$ cat src/rtl/core/psll_pkg.sv
// Package for the pooled sorted linked list: operation and status codes,
// request struct. No dependencies.
`timescale 1ns / 1ps
package psll_pkg;
  typedef enum logic [2:0] {
    KIND_INS_HEAD = 3'd0,
    KIND_INS_TAIL = 3'd1,
    KIND_INS_SORT = 3'd2,
    KIND_REM_HEAD = 3'd3,
    KIND_REM_TAIL = 3'd4,
    KIND_REM_VAL  = 3'd5
  } kind_e;

  typedef enum logic [1:0] {
    ST_OK        = 2'd0,
    ST_FULL      = 2'd1,
    ST_EMPTY     = 2'd2,
    ST_NOT_FOUND = 2'd3
  } status_e;

  // classified request passed from front to back
  typedef struct packed {
    logic        is_ins;
    logic        is_rem;
    logic [2:0]  kind;
    logic [31:0] value;
  } req_t;
endpackage

$ cat src/rtl/core/psll_front.sv
// Front end: takes input requests, classifies them and holds a two-entry queue.
// Depends on psll_pkg.
`timescale 1ns / 1ps
module psll_front
  import psll_pkg::*;
(
  input  logic        clk_i,
  input  logic        rst_ni,
  input  logic        in_valid_i,
  output logic        in_ready_o,
  input  logic [2:0]  kind_i,
  input  logic [31:0] value_i,
  output logic        req_valid_o,
  input  logic        req_ready_i,
  output req_t        req_o
);
  req_t       q_mem_q [2];
  logic       wr_q, rd_q;
  logic [1:0] cnt_q;
  logic       push, pop;
  req_t       r;

  always_comb begin
    r.kind   = kind_i;
    r.value  = value_i;
    r.is_ins = (kind_i == KIND_INS_HEAD) || (kind_i == KIND_INS_TAIL) ||
               (kind_i == KIND_INS_SORT);
    r.is_rem = (kind_i == KIND_REM_HEAD) || (kind_i == KIND_REM_TAIL) ||
               (kind_i == KIND_REM_VAL);
  end

  assign in_ready_o  = (cnt_q != 2'd2);
  assign req_valid_o = (cnt_q != 2'd0);
  assign req_o       = q_mem_q[rd_q];
  assign push        = in_valid_i && in_ready_o;
  assign pop         = req_valid_o && req_ready_i;

  always_ff @(posedge clk_i) begin
    if (push) begin
      q_mem_q[wr_q] <= r;
    end
  end

  always_ff @(posedge clk_i or negedge rst_ni) begin
    if (!rst_ni) begin
      wr_q  <= 1'b0;
      rd_q  <= 1'b0;
      cnt_q <= 2'd0;
    end else begin
      if (push) wr_q <= ~wr_q;
      if (pop)  rd_q <= ~rd_q;
      cnt_q <= cnt_q + {1'b0, push} - {1'b0, pop};
    end
  end
endmodule

$ cat src/rtl/core/psll_back.sv
// Back end: walks the linked list held in register slots, one link per cycle,
// and writes back. Depends on psll_pkg.
`timescale 1ns / 1ps
module psll_back
  import psll_pkg::*;
#(
  parameter int unsigned POOL_SLOTS = 8
) (
  input  logic        clk_i,
  input  logic        rst_ni,
  input  logic        req_valid_i,
  output logic        req_ready_o,
  input  req_t        req_i,
  output logic        res_valid_o,
  input  logic        res_ready_i,
  output logic [1:0]  status_o,
  output logic [31:0] removed_value_o,
  output logic [2:0]  slot_o,
  output logic [3:0]  count_o
);
  localparam int unsigned SW = (POOL_SLOTS > 1) ? $clog2(POOL_SLOTS) : 1;
  localparam int unsigned CW = $clog2(POOL_SLOTS + 1);

  typedef enum logic [1:0] {S_IDLE, S_WALK, S_DONE} state_e;

  logic [31:0]   val_q  [POOL_SLOTS];
  logic [SW-1:0] link_q [POOL_SLOTS];
  logic [POOL_SLOTS-1:0] used_q;
  logic [SW-1:0] head_q, tail_q, cur_q, prev_q, free_q;
  logic [CW-1:0] cnt_q, idx_q;
  logic          has_prev_q;
  req_t          req_q;
  state_e        state_q;
  logic          free_ok;
  logic [SW-1:0] free_idx;

  // lowest free slot: priority encoder over the used bits
  always_comb begin
    free_ok  = 1'b0;
    free_idx = '0;
    for (int i = POOL_SLOTS - 1; i >= 0; i--) begin
      if (!used_q[i]) begin
        free_ok  = 1'b1;
        free_idx = SW'(i);
      end
    end
  end

  assign req_ready_o = (state_q == S_IDLE) && !res_valid_o;

  // element count after removal of one element
  function automatic logic [CW-1:0] dec1(input logic [CW-1:0] c);
    dec1 = c - CW'(1);
  endfunction

  always_ff @(posedge clk_i or negedge rst_ni) begin
    if (!rst_ni) begin
      state_q         <= S_IDLE;
      used_q          <= '0;
      head_q          <= '0;
      tail_q          <= '0;
      cnt_q           <= '0;
      res_valid_o     <= 1'b0;
      status_o        <= ST_OK;
      removed_value_o <= '0;
      slot_o          <= '0;
      count_o         <= '0;
      cur_q           <= '0;
      prev_q          <= '0;
      free_q          <= '0;
      idx_q           <= '0;
      has_prev_q      <= 1'b0;
      req_q           <= '0;
    end else begin
      if (res_valid_o && res_ready_i) res_valid_o <= 1'b0;
      case (state_q)
        S_IDLE: begin
          if (req_valid_i && req_ready_o) begin
            req_q      <= req_i;
            cur_q      <= head_q;
            prev_q     <= '0;
            has_prev_q <= 1'b0;
            idx_q      <= '0;
            free_q     <= free_idx;
            status_o        <= ST_OK;
            removed_value_o <= '0;
            slot_o          <= '0;
            if (req_i.is_ins && !free_ok) begin
              status_o <= ST_FULL;
              state_q  <= S_DONE;
            end else if (req_i.is_rem && cnt_q == '0) begin
              status_o <= ST_EMPTY;
              state_q  <= S_DONE;
            end else if (!req_i.is_ins && !req_i.is_rem) begin
              state_q <= S_DONE;
            end else begin
              state_q <= S_WALK;
            end
          end
        end
        S_WALK: begin
          // one link per cycle; each branch decides stop or advance
          case (req_q.kind)
            KIND_INS_HEAD, KIND_INS_TAIL, KIND_INS_SORT: begin
              if (req_q.kind == KIND_INS_SORT && idx_q != cnt_q &&
                  !($signed(val_q[cur_q]) > $signed(req_q.value))) begin
                has_prev_q <= 1'b1;
                prev_q     <= cur_q;
                cur_q      <= link_q[cur_q];
                idx_q      <= idx_q + CW'(1);
              end else begin
                val_q[free_q]  <= req_q.value;
                used_q[free_q] <= 1'b1;
                link_q[free_q] <= '0;
                slot_o         <= 3'(free_q);
                if (cnt_q == '0) begin
                  head_q <= free_q;
                  tail_q <= free_q;
                end else if (req_q.kind == KIND_INS_TAIL) begin
                  link_q[tail_q] <= free_q;
                  tail_q         <= free_q;
                end else if (req_q.kind == KIND_INS_HEAD || !has_prev_q) begin
                  link_q[free_q] <= head_q;
                  head_q         <= free_q;
                end else if (prev_q == tail_q) begin
                  link_q[prev_q] <= free_q;
                  tail_q         <= free_q;
                end else begin
                  link_q[free_q] <= link_q[prev_q];
                  link_q[prev_q] <= free_q;
                end
                cnt_q   <= cnt_q + CW'(1);
                state_q <= S_DONE;
              end
            end
            KIND_REM_HEAD: begin
              removed_value_o <= val_q[head_q];
              slot_o          <= 3'(head_q);
              used_q[head_q]  <= 1'b0;
              cnt_q           <= dec1(cnt_q);
              if (cnt_q == CW'(1)) begin
                head_q <= '0;
                tail_q <= '0;
              end else begin
                head_q <= link_q[head_q];
              end
              state_q <= S_DONE;
            end
            KIND_REM_TAIL: begin
              if (cnt_q > CW'(1) && idx_q + CW'(2) < cnt_q) begin
                cur_q <= link_q[cur_q];
                idx_q <= idx_q + CW'(1);
              end else begin
                removed_value_o <= val_q[tail_q];
                slot_o          <= 3'(tail_q);
                used_q[tail_q]  <= 1'b0;
                cnt_q           <= dec1(cnt_q);
                if (cnt_q == CW'(1)) begin
                  head_q <= '0;
                  tail_q <= '0;
                end else begin
                  tail_q <= cur_q;
                end
                state_q <= S_DONE;
              end
            end
            default: begin
              if (idx_q == cnt_q) begin
                status_o <= ST_NOT_FOUND;
                state_q  <= S_DONE;
              end else if (val_q[cur_q] != req_q.value) begin
                has_prev_q <= 1'b1;
                prev_q     <= cur_q;
                cur_q      <= link_q[cur_q];
                idx_q      <= idx_q + CW'(1);
              end else begin
                removed_value_o <= val_q[cur_q];
                slot_o          <= 3'(cur_q);
                used_q[cur_q]   <= 1'b0;
                cnt_q           <= dec1(cnt_q);
                if (!has_prev_q) head_q <= link_q[cur_q];
                else link_q[prev_q] <= link_q[cur_q];
                if (cur_q == tail_q && has_prev_q) tail_q <= prev_q;
                if (cnt_q == CW'(1)) begin
                  head_q <= '0;
                  tail_q <= '0;
                end
                state_q <= S_DONE;
              end
            end
          endcase
        end
        S_DONE: begin
          res_valid_o <= 1'b1;
          count_o     <= 4'(cnt_q);
          state_q     <= S_IDLE;
        end
        default: state_q <= S_IDLE;
      endcase
    end
  end
endmodule

$ cat src/rtl/core/pooled_sorted_linked_list_top.sv
// Full, empty and unused kinds skip the link walk; head/tail insert and head removal
// take a single walk step; sorted insert, tail removal and value removal take one
// walk step per list link walked.
// Throughput: one request at a time in the back end, set by the link walk.
// Reset (async, active low) empties the list; slot contents stay undefined.
// Depends on psll_pkg, psll_front, psll_back.
`timescale 1ns / 1ps
module pooled_sorted_linked_list_top
  import psll_pkg::*;
#(
  parameter int unsigned POOL_SLOTS = 8
) (
  input  logic        clk_i,
  input  logic        rst_ni,
  input  logic        s_axis_tvalid,
  output logic        s_axis_tready,
  input  logic [31:0] s_axis_tdata,  // value[31:0]
  input  logic [2:0]  s_axis_tuser,  // kind[2:0]
  output logic        m_axis_tvalid,
  input  logic        m_axis_tready,
  output logic [47:0] m_axis_tdata   // status[1:0] removed_value[33:2] slot[36:34] count[40:37]
);
  logic        req_valid, req_ready;
  req_t        req;
  logic [1:0]  status;
  logic [31:0] removed_value;
  logic [2:0]  slot;
  logic [3:0]  count;

  psll_front u_front (
    .clk_i, .rst_ni,
    .in_valid_i (s_axis_tvalid),
    .in_ready_o (s_axis_tready),
    .kind_i     (s_axis_tuser),
    .value_i    (s_axis_tdata),
    .req_valid_o(req_valid),
    .req_ready_i(req_ready),
    .req_o      (req)
  );

  psll_back #(.POOL_SLOTS(POOL_SLOTS)) u_back (
    .clk_i, .rst_ni,
    .req_valid_i    (req_valid),
    .req_ready_o    (req_ready),
    .req_i          (req),
    .res_valid_o    (m_axis_tvalid),
    .res_ready_i    (m_axis_tready),
    .status_o       (status),
    .removed_value_o(removed_value),
    .slot_o         (slot),
    .count_o        (count)
  );

  assign m_axis_tdata = {7'd0, count, slot, removed_value, status};
endmodule

$ cat config.mk
export PLATFORM = sky130hd
export DESIGN_NAME = pooled_sorted_linked_list_top
export DESIGN_NICKNAME = d
export VERILOG_FILES = /design/src/rtl/core/psll_pkg.sv /design/src/rtl/core/psll_front.sv /design/src/rtl/core/psll_back.sv /design/src/rtl/core/pooled_sorted_linked_list_top.sv
export SDC_FILE = /design/constraint.sdc
export NUM_CORES = 1
export LEC_CHECK = 0
export BUFFER_PORTS_ARGS = -buffer_cell sky130_fd_sc_hd__buf_4
export CORE_ASPECT_RATIO = 1.2
export CORE_MARGIN = 8
export CORE_UTILIZATION = 50
export CTS_CLUSTER_DIAMETER = 30
export DETAILED_ROUTE_END_ITERATION = 7
export PLACE_DENSITY = 0.67
export SLEW_MARGIN = 20
export SYNTH_ARGS = -nofsm -noshare
export SYNTH_HDL_FRONTEND = slang
export SYNTH_HIERARCHICAL = 1
export SYNTH_SLANG_ARGS = --single-unit
$ cat constraint.sdc
create_clock -name clk_i -period 12.3 [get_ports clk_i]
set_input_delay 1.23 -clock clk_i [delete_from_list [all_inputs] [get_ports clk_i]]
set_output_delay 1.23 -clock clk_i [all_outputs]
set_load 0.03 [all_outputs]
# Yosys cells after proc, flatten, opt, wreduce, memory -nomap -nowiden
# Memories as Yosys holds them, arrays and structs flattened.
# Index checks and enable logic that the tools add are counted.
op_classes:
  n_addsub: 6
  eq_ne: 48
  reduce_logical: 54
  bitwise: 13
  n_lt_le_gt_ge: 11
  n_mux: 162
ops:
  columns: ["operator", "count"]
  rows:
  - ["$mux W3", 49]
  - ["$mux W32", 4]
  - ["$pmux W32 S3", 1]
  - ["$pmux W32 S2", 1]
  - ["$mux W1", 60]
  - ["$mux W4", 9]
  - ["$pmux W3 S3", 4]
  - ["$gt A32 B32 Y1", 1]
  - ["$mux W8", 4]
  - ["$ne A32 B32 Y1", 1]
  - ["$mux W2", 13]
  - ["$and A8 B8 Y8", 3]
  - ["$ne A4 B4 Y1 const B", 6]
  - ["$not A8 Y8", 3]
  - ["$pmux W3 S2", 4]
  - ["$pmux W4 S3", 2]
  - ["$pmux W8 S3", 1]
  - ["$logic_and A1 B1 Y1", 21]
  - ["$reduce_and A6 Y1", 3]
  - ["$reduce_and A9 Y1", 2]
  - ["$lt A3 B4 Y1 const B", 4]
  - ["$ne A2 B2 Y1 const B", 8]
  - ["$demux W1 S3", 4]
  - ["$eq A3 B2 Y1 const B", 4]
  - ["45 further kinds", 82]
totals:
  reg_bits: 115
  mem_bits_rw: 354
  out_inout_bits: 50
  memories: 3
  wordCells: 317
memory_table:
  columns: ["name", "depth", "word_bits", "rd", "rd_ports_with_merged_regs", "wr", "line", "source"]
  rows:
  - ["u_back.val_q", 8, 32, 3, 0, 1, "psll_back.sv:26", "logic [31:0] val_q [POOL_SLOTS];"]
  - ["u_front.q_mem_q", 2, 37, 1, 0, 1, "psll_front.sv:17", "req_t q_mem_q [2];"]
  - ["u_back.link_q", 8, 3, 3, 0, 2, "psll_back.sv:27", "logic [SW-1:0] link_q [POOL_SLOTS];"]

# Longest topological paths before layout
depth:
  depth_word: 14
  depth_mapped: 17
  depth_no_buf: 13

# By module
# The synthesis kept the hierarchy.
modules_own_cells:
  columns: ["mod", "n_inst", "area_per_inst_um2", "cells_each"]
  rows:
  - ["psll_back", 1, 21340.5, 1937]
  - ["psll_front", 1, 2911.5, 140]
  - ["pooled_sorted_linked_list_top", 1, 56.3, 8]

# Worst setup path after synthesis
# No wires, ideal clock.
synth_timing:
  kind: "reg2reg"
  from: "register u_back.cur_q[0]"
  to: "memory u_back.val_q[0][0], enable pin"
  arrival_time_ns: 5.828
  setup_slack_ns: 6.011
  required_time_ns: 11.839
  period_less_slack_ns: 6.289
  stages_incl_launch_ff: 17
  cell_sequence: "dfrtp_1 -> buf_2 -> inv_1 -> nor3_1 -> clkbuf_1 -> a22oi_1 -> nand4_1 -> ha_1 -> and4_4 -> and2_4 -> a311o_1 -> nor4_1 -> a41oi_1 -> buf_6 -> a21oi_4 -> nand3_1 -> nor3_1"
synth_via:
  elab_chain_cells: 9
synth_rtl:
  columns: ["item", "line", "source"]
  rows:
  - ["start, declared", "psll_back.sv:29", "logic [SW-1:0] head_q, tail_q, cur_q, prev_q, free_q;"]
  - ["start signal, assigned", "psll_back.sv:80", "cur_q <= head_q;"]
  - ["start signal, assigned", "psll_back.sv:109", "cur_q <= link_q[cur_q];"]
  - ["start signal, assigned", "psll_back.sv:151", "cur_q <= link_q[cur_q];"]
  - ["$mem_v2 Z8 W32", null, null]
  - ["$gt A32 B32 Y1", "psll_back.sv:106", "!($signed(val_q[cur_q]) > $signed(req_q.value))) begin"]
  - ["$logic_not A1 Y1", "psll_back.sv:106", null]
  - ["$logic_and A1 B1 Y1", "psll_back.sv:105", "if (req_q.kind == KIND_INS_SORT && idx_q != cnt_q &&"]
  - ["$mux W1", "psll_back.sv:105", null]
  - ["$mux W1", "psll_back.sv:103", "case (req_q.kind)"]
  - ["$mux W1", "psll_back.sv:76", "case (state_q)"]
  - ["$logic_and A1 B1 Y1 (not written as such)", "psll_back.sv:112", "val_q[free_q] <= req_q.value;"]
  - ["$mux W1 (not written as such)", "psll_back.sv:112", null]
  - ["end, declared", "psll_back.sv:26", null]
# No other way between the ends.

# Worst setup path after layout
layout_timing:
  from: "register u_back.cur_q[2]"
  to: "register u_back.removed_value_o[9]"
layout_via:
  elab_chain_cells: 5
  word_cells_on_any_way: 8
layout_rtl:
  columns: ["item", "line", "source"]
  rows:
  - ["$mem_v2 Z8 W32 (*)", null, null]
  - ["parallel branches: the longest is 4 deep, another holds $ne A32 B32 Y1", null, null]
  - ["end signal, assigned", "psll_back.sv:137", "removed_value_o <= val_q[head_q];"]
  - ["end signal, assigned", "psll_back.sv:154", "removed_value_o <= val_q[tail_q];"]
  - ["end signal, assigned", "psll_back.sv:177", "removed_value_o <= val_q[cur_q];"]
  - ["end, declared", "psll_back.sv:17", "output logic [31:0] removed_value_o,"]
# Mark *: on every way between the ends. The select of a mux whose other input is x is not followed.
# A chain may end at the register's enable or synchronous reset.

==> impl_metrics.yaml <==
cts:
  path_clk_slew_ps: 50
  post_cts_resized: 0
  hold_buffers: 0
  cts_made_buffers: 91
  cts_buffer_depth: 3
  cts_root_buf: "clkbuf_16"
  htree_levels: 3
  clk_latency_ps: 660
  postCtsSetupBuffers: 0
  clock_sinks: 469
  tritoncts: "done"
worst_hold_path:
  min_path_cells: 2
  hold_class: "flop to flop"
  hold_start: "u_back/count_o[3]"
  holdPathEnd: "u_back/count_o[3]"
floorplanning:
  start_util: 0.506
  die_w_microns: 217
  ioPinCount: 89
  num_rows: 88
  die_h_microns: 258
  core_sq_mm: 0.0480
  dieArea_sq_mm: 0.0560
global_routing:
  grt_max_degree: 70
  grt_pass1_wl_microns: 132000
  grt_pass1_vias: 20736
  track_usage: 0.311
  antenna_found_initial: 1
  overflow: 0
drt:
  routedWlPerCell_microns: 31.4
  dr.first_iter.drc_count: 3945
  ant_nets: 0
  route.detailed.drc: 0
  via_per_inst: 7.27
  wirelength_microns: 89700
  vias: 20749
  drt_first_pass_iters: 7
worst_setup_path:
  ff2ff_path_depth: 15
  cpPeakStageDelay_ps: 820
  critical-path-top-delay-family: "simple AND/OR/NAND/NOR gates"
  r2r_start: "u_back/cur_q[2]"
  cp.required_ps: 12890
  path_class: "flop to flop"
  worstPathMaxFanout: 64
  r2r-end: "u_back/removed_value_o[9]"
  worstPathCellList: "clkinv_1 > nor3_4 > buf_4 > a22oi_1 > nand4_1 > ha_1 > nand4_1 > or4b_1 > nor3_1 > a21oi_1 > nor2_2 > a31oi_4 > buf_4 > a2111oi_0 > a21o_1"
  critPathLaunchType: "flop"
  crit_path_end_kind: "flop"
  critPathSlowestCell: "nor2_2"
  crit_arrival_ps: 6390
  crit_buf_inv: 3
  rrSetupSlack_ps: 6490
synthesis:
  synth_edf_count: 354
  ys_seq_area_frac: 0.556
  ys_seq_elements: 469
  yosysWarnings: 6
  syn_inst: 2085
  ys_types: 86
  async_flop_share: 0.245
  ys.flop_type: "edfxtp_1"
  avgSynthCellArea_sq_um: 11.7
  syn-cell-area_sq_mm: 0.0243
finish:
  fin_util: 0.597
  fillers: 3831
  area_growth_pct: 17.9
  antenna_cells: 0
  nets: 2232
  drive_gt1_frac: 0.202
timing:
  fin_setup_tns_ps: 0
  worst_pin_slew_ps: 1190
  hold_violations: 0
  relSlewSlack: 0.198
  setup_viol: 0
  fin_crit_sh: 0.472
  finalCriticalPeriod_ps: 5810
  rsz0062_at_grt: "false"
  slew_viol_final: 0
  clock_skew_ps: 27.1
  max_freq_mhz: 172
job:
  cap_violations: 0
pwr:
  ir_drop_mv: 0.156
  p_per_area_mw_per_mm2: 274
  power.leakage_nw: 10.1
placement:
  gp_congestion: 0.975
  port_buffers: 81
  dp_hpwl_microns: 54000
outcome:
  outcome: "finished, final reports clean"
power breakdown:
group | total, mW | internal (mW) | leakage [nW] | switching, mW
Clock | 2.43 | 1.56 | 1.44 | 0.874
Combinational | 3.02 | 0.967 | 3.97 | 2.06
Sequential | 2.41 | 2.06 | 4.68 | 0.345
Total | 7.86 | 4.59 | 10.1 | 3.27
cells by family (layout without fill, tap and decap cells):
family | count (synthesis) | after routing | synth area share
compound gates | 707 | 707 | 0.201
xor+xnor | 16 | 16 | 0.00577
fa+ha+maj | 43 | 43 | 0.0221
buf+inv | 222 | 357 | 0.0379
flops | 469 | 469 | 0.556
mux | 180 | 180 | 0.0884
other cells | 1 | 7 | 0.000154
simple gates | 447 | 447 | 0.0885
per-layer routing:
metal	vias up	share of wire	global-route usage
met5	-	0.00013	0.00175
met4	2	0.073	0.212
met3	522	0.13	0.0916
met2	1813	0.45	0.481
met1	10021	0.35	0.373
li1	8391	-	-
per-stage QoR:
| step | power [mW] | setup WS, ps | cells | area (sq um) | hold slack (ps) |
|---|---|---|---|---|---|
| finish | 7.86 | 6490 | 2856 | 28600 | 475 |
| CTS | 7.74 | 6710 | 2856 | 28600 | 483 |
| global route | 8.13 | 6240 | 2856 | 28600 | 518 |
| floorplan | 4.19 | 6010 | 2091 | 24300 | 460 |
| detailed placement | 5.29 | 6740 | 2687 | 25600 | 472 |
| global placement | 5.22 | 6840 | 2687 | 25600 | 464 |
cells in the mapped netlist, types with 4 or more instances:
master,count,area [sq um]
edfxtp_1,354,10600
a22oi_1,244,1830
nand2_1,190,713
o21ai_0,143,716
clkbuf_1,129,484
dfrtp_1,115,2880
a21oi_1,102,510
mux2_2,95,1070
nor2_1,73,274
mux2i_1,62,621
nand4_1,52,325
inv_1,50,188
ha_1,43,538
a221oi_1,39,342
nand3_1,34,170
a22o_1,28,245
nor3_1,22,110
o2111ai_1,21,184
a31oi_1,19,119
mux4_2,17,383
nor2b_1,15,93.8
buf_2,14,70.1
a2111oi_0,12,105
and2_1,12,75.1
buf_1,12,45.0
o211ai_1,11,82.6
o41ai_1,10,87.6
buf_4,9,67.6
a41oi_1,8,70.1
nand2b_1,8,50.1
o221ai_1,8,70.1
o31ai_1,8,60.1
xnor2_1,8,70.1
xor2_1,8,70.1
and3_1,7,43.8
o22ai_1,7,43.8
a211oi_1,6,45.0
buf_6,5,56.3
a21o_1,4,30.0
nand3b_1,4,30.0
nor3_2,4,40.0
o21ai_1,4,20.0
sequential cells by signal, summed over array words and instances (netlist names):
signal                  count
u_back/cnt_q                4
u_back/count_o              4
u_back/cur_q                3
u_back/free_q               3
u_back/has_prev_q           1
u_back/head_q               3
u_back/idx_q                4
u_back/link_q              24
u_back/prev_q               3
u_back/removed_value_o     32
u_back/req_q               35
u_back/res_valid_o          1
u_back/slot_o               3
u_back/state_q              2
u_back/status_o             2
u_back/tail_q               3
u_back/used_q               8
u_back/val_q              256
u_front/cnt_q               2
u_front/q_mem_q            74
u_front/rd_q                1
u_front/wr_q                1
layout make-up:
class                      count  area [sq um]  share of cell area
multi-input combinational   1400         10100               0.352
clock inverter                55           634              0.0221
clock buffer                 114          2410              0.0843
tap                          630           788              0.0275
sequential                   469         13500               0.472
inverter                      53           199             0.00694
timing repair buffer         135          1020              0.0355
worst min-delay path, cell delays in order, from the launching register on:
cell and delay (ps):
dfrtp_1 340, nand2_1 50, o21ai_0 60
placed cells by master (no fill, tap or decap), types with 8 or more instances in the layout:
cell type | netlist | layout
mux2i_1 | 62 | 62
nand2b_1 | 8 | 8
a22o_1 | 28 | 28
o41ai_1 | 10 | 10
dfrtp_1 | 115 | 108
nor3_1 | 22 | 16
and2_1 | 12 | 9
a22oi_1 | 244 | 244
clkinvlp_4 | 0 | 13
o21ai_0 | 143 | 143
clkbuf_1 | 129 | 19
nor2b_1 | 15 | 11
nand3_1 | 34 | 34
edfxtp_1 | 354 | 354
clkinv_1 | 3 | 11
a2111oi_0 | 12 | 12
mux4_2 | 17 | 17
a221oi_1 | 39 | 39
a31oi_1 | 19 | 19
o31ai_1 | 8 | 8
o221ai_1 | 8 | 8
buf_4 | 9 | 134
xnor2_1 | 8 | 8
mux2_2 | 95 | 95
nand4_1 | 52 | 52
inv_1 | 50 | 50
o2111ai_1 | 21 | 21
clkbuf_16 | 0 | 92
o211ai_1 | 11 | 11
ha_1 | 43 | 43
nor2_1 | 73 | 62
a41oi_1 | 8 | 8
nand2_1 | 190 | 188
nor2_4 | 0 | 8
xor2_1 | 8 | 8
a21oi_1 | 102 | 102
worst max-delay path by stage:
stage                    startpoint                         to  slack, ps  cells after the start
finish              u_back/cur_q[2]  u_back/removed_value_o[9]       6490                     15
CTS                 u_back/cur_q[2]        u_back/val_q[0][24]       6710                     16
global placement    u_back/cur_q[2]        u_back/val_q[0][25]       6840                     16
floorplan           u_back/cur_q[0]         u_back/val_q[0][0]       6010                     16
detailed placement  u_back/cur_q[2]  u_back/removed_value_o[9]       6740                     15
global route        u_back/cur_q[2]  u_back/removed_value_o[9]       6240                     15
Power figures use the tool's default switching activity.
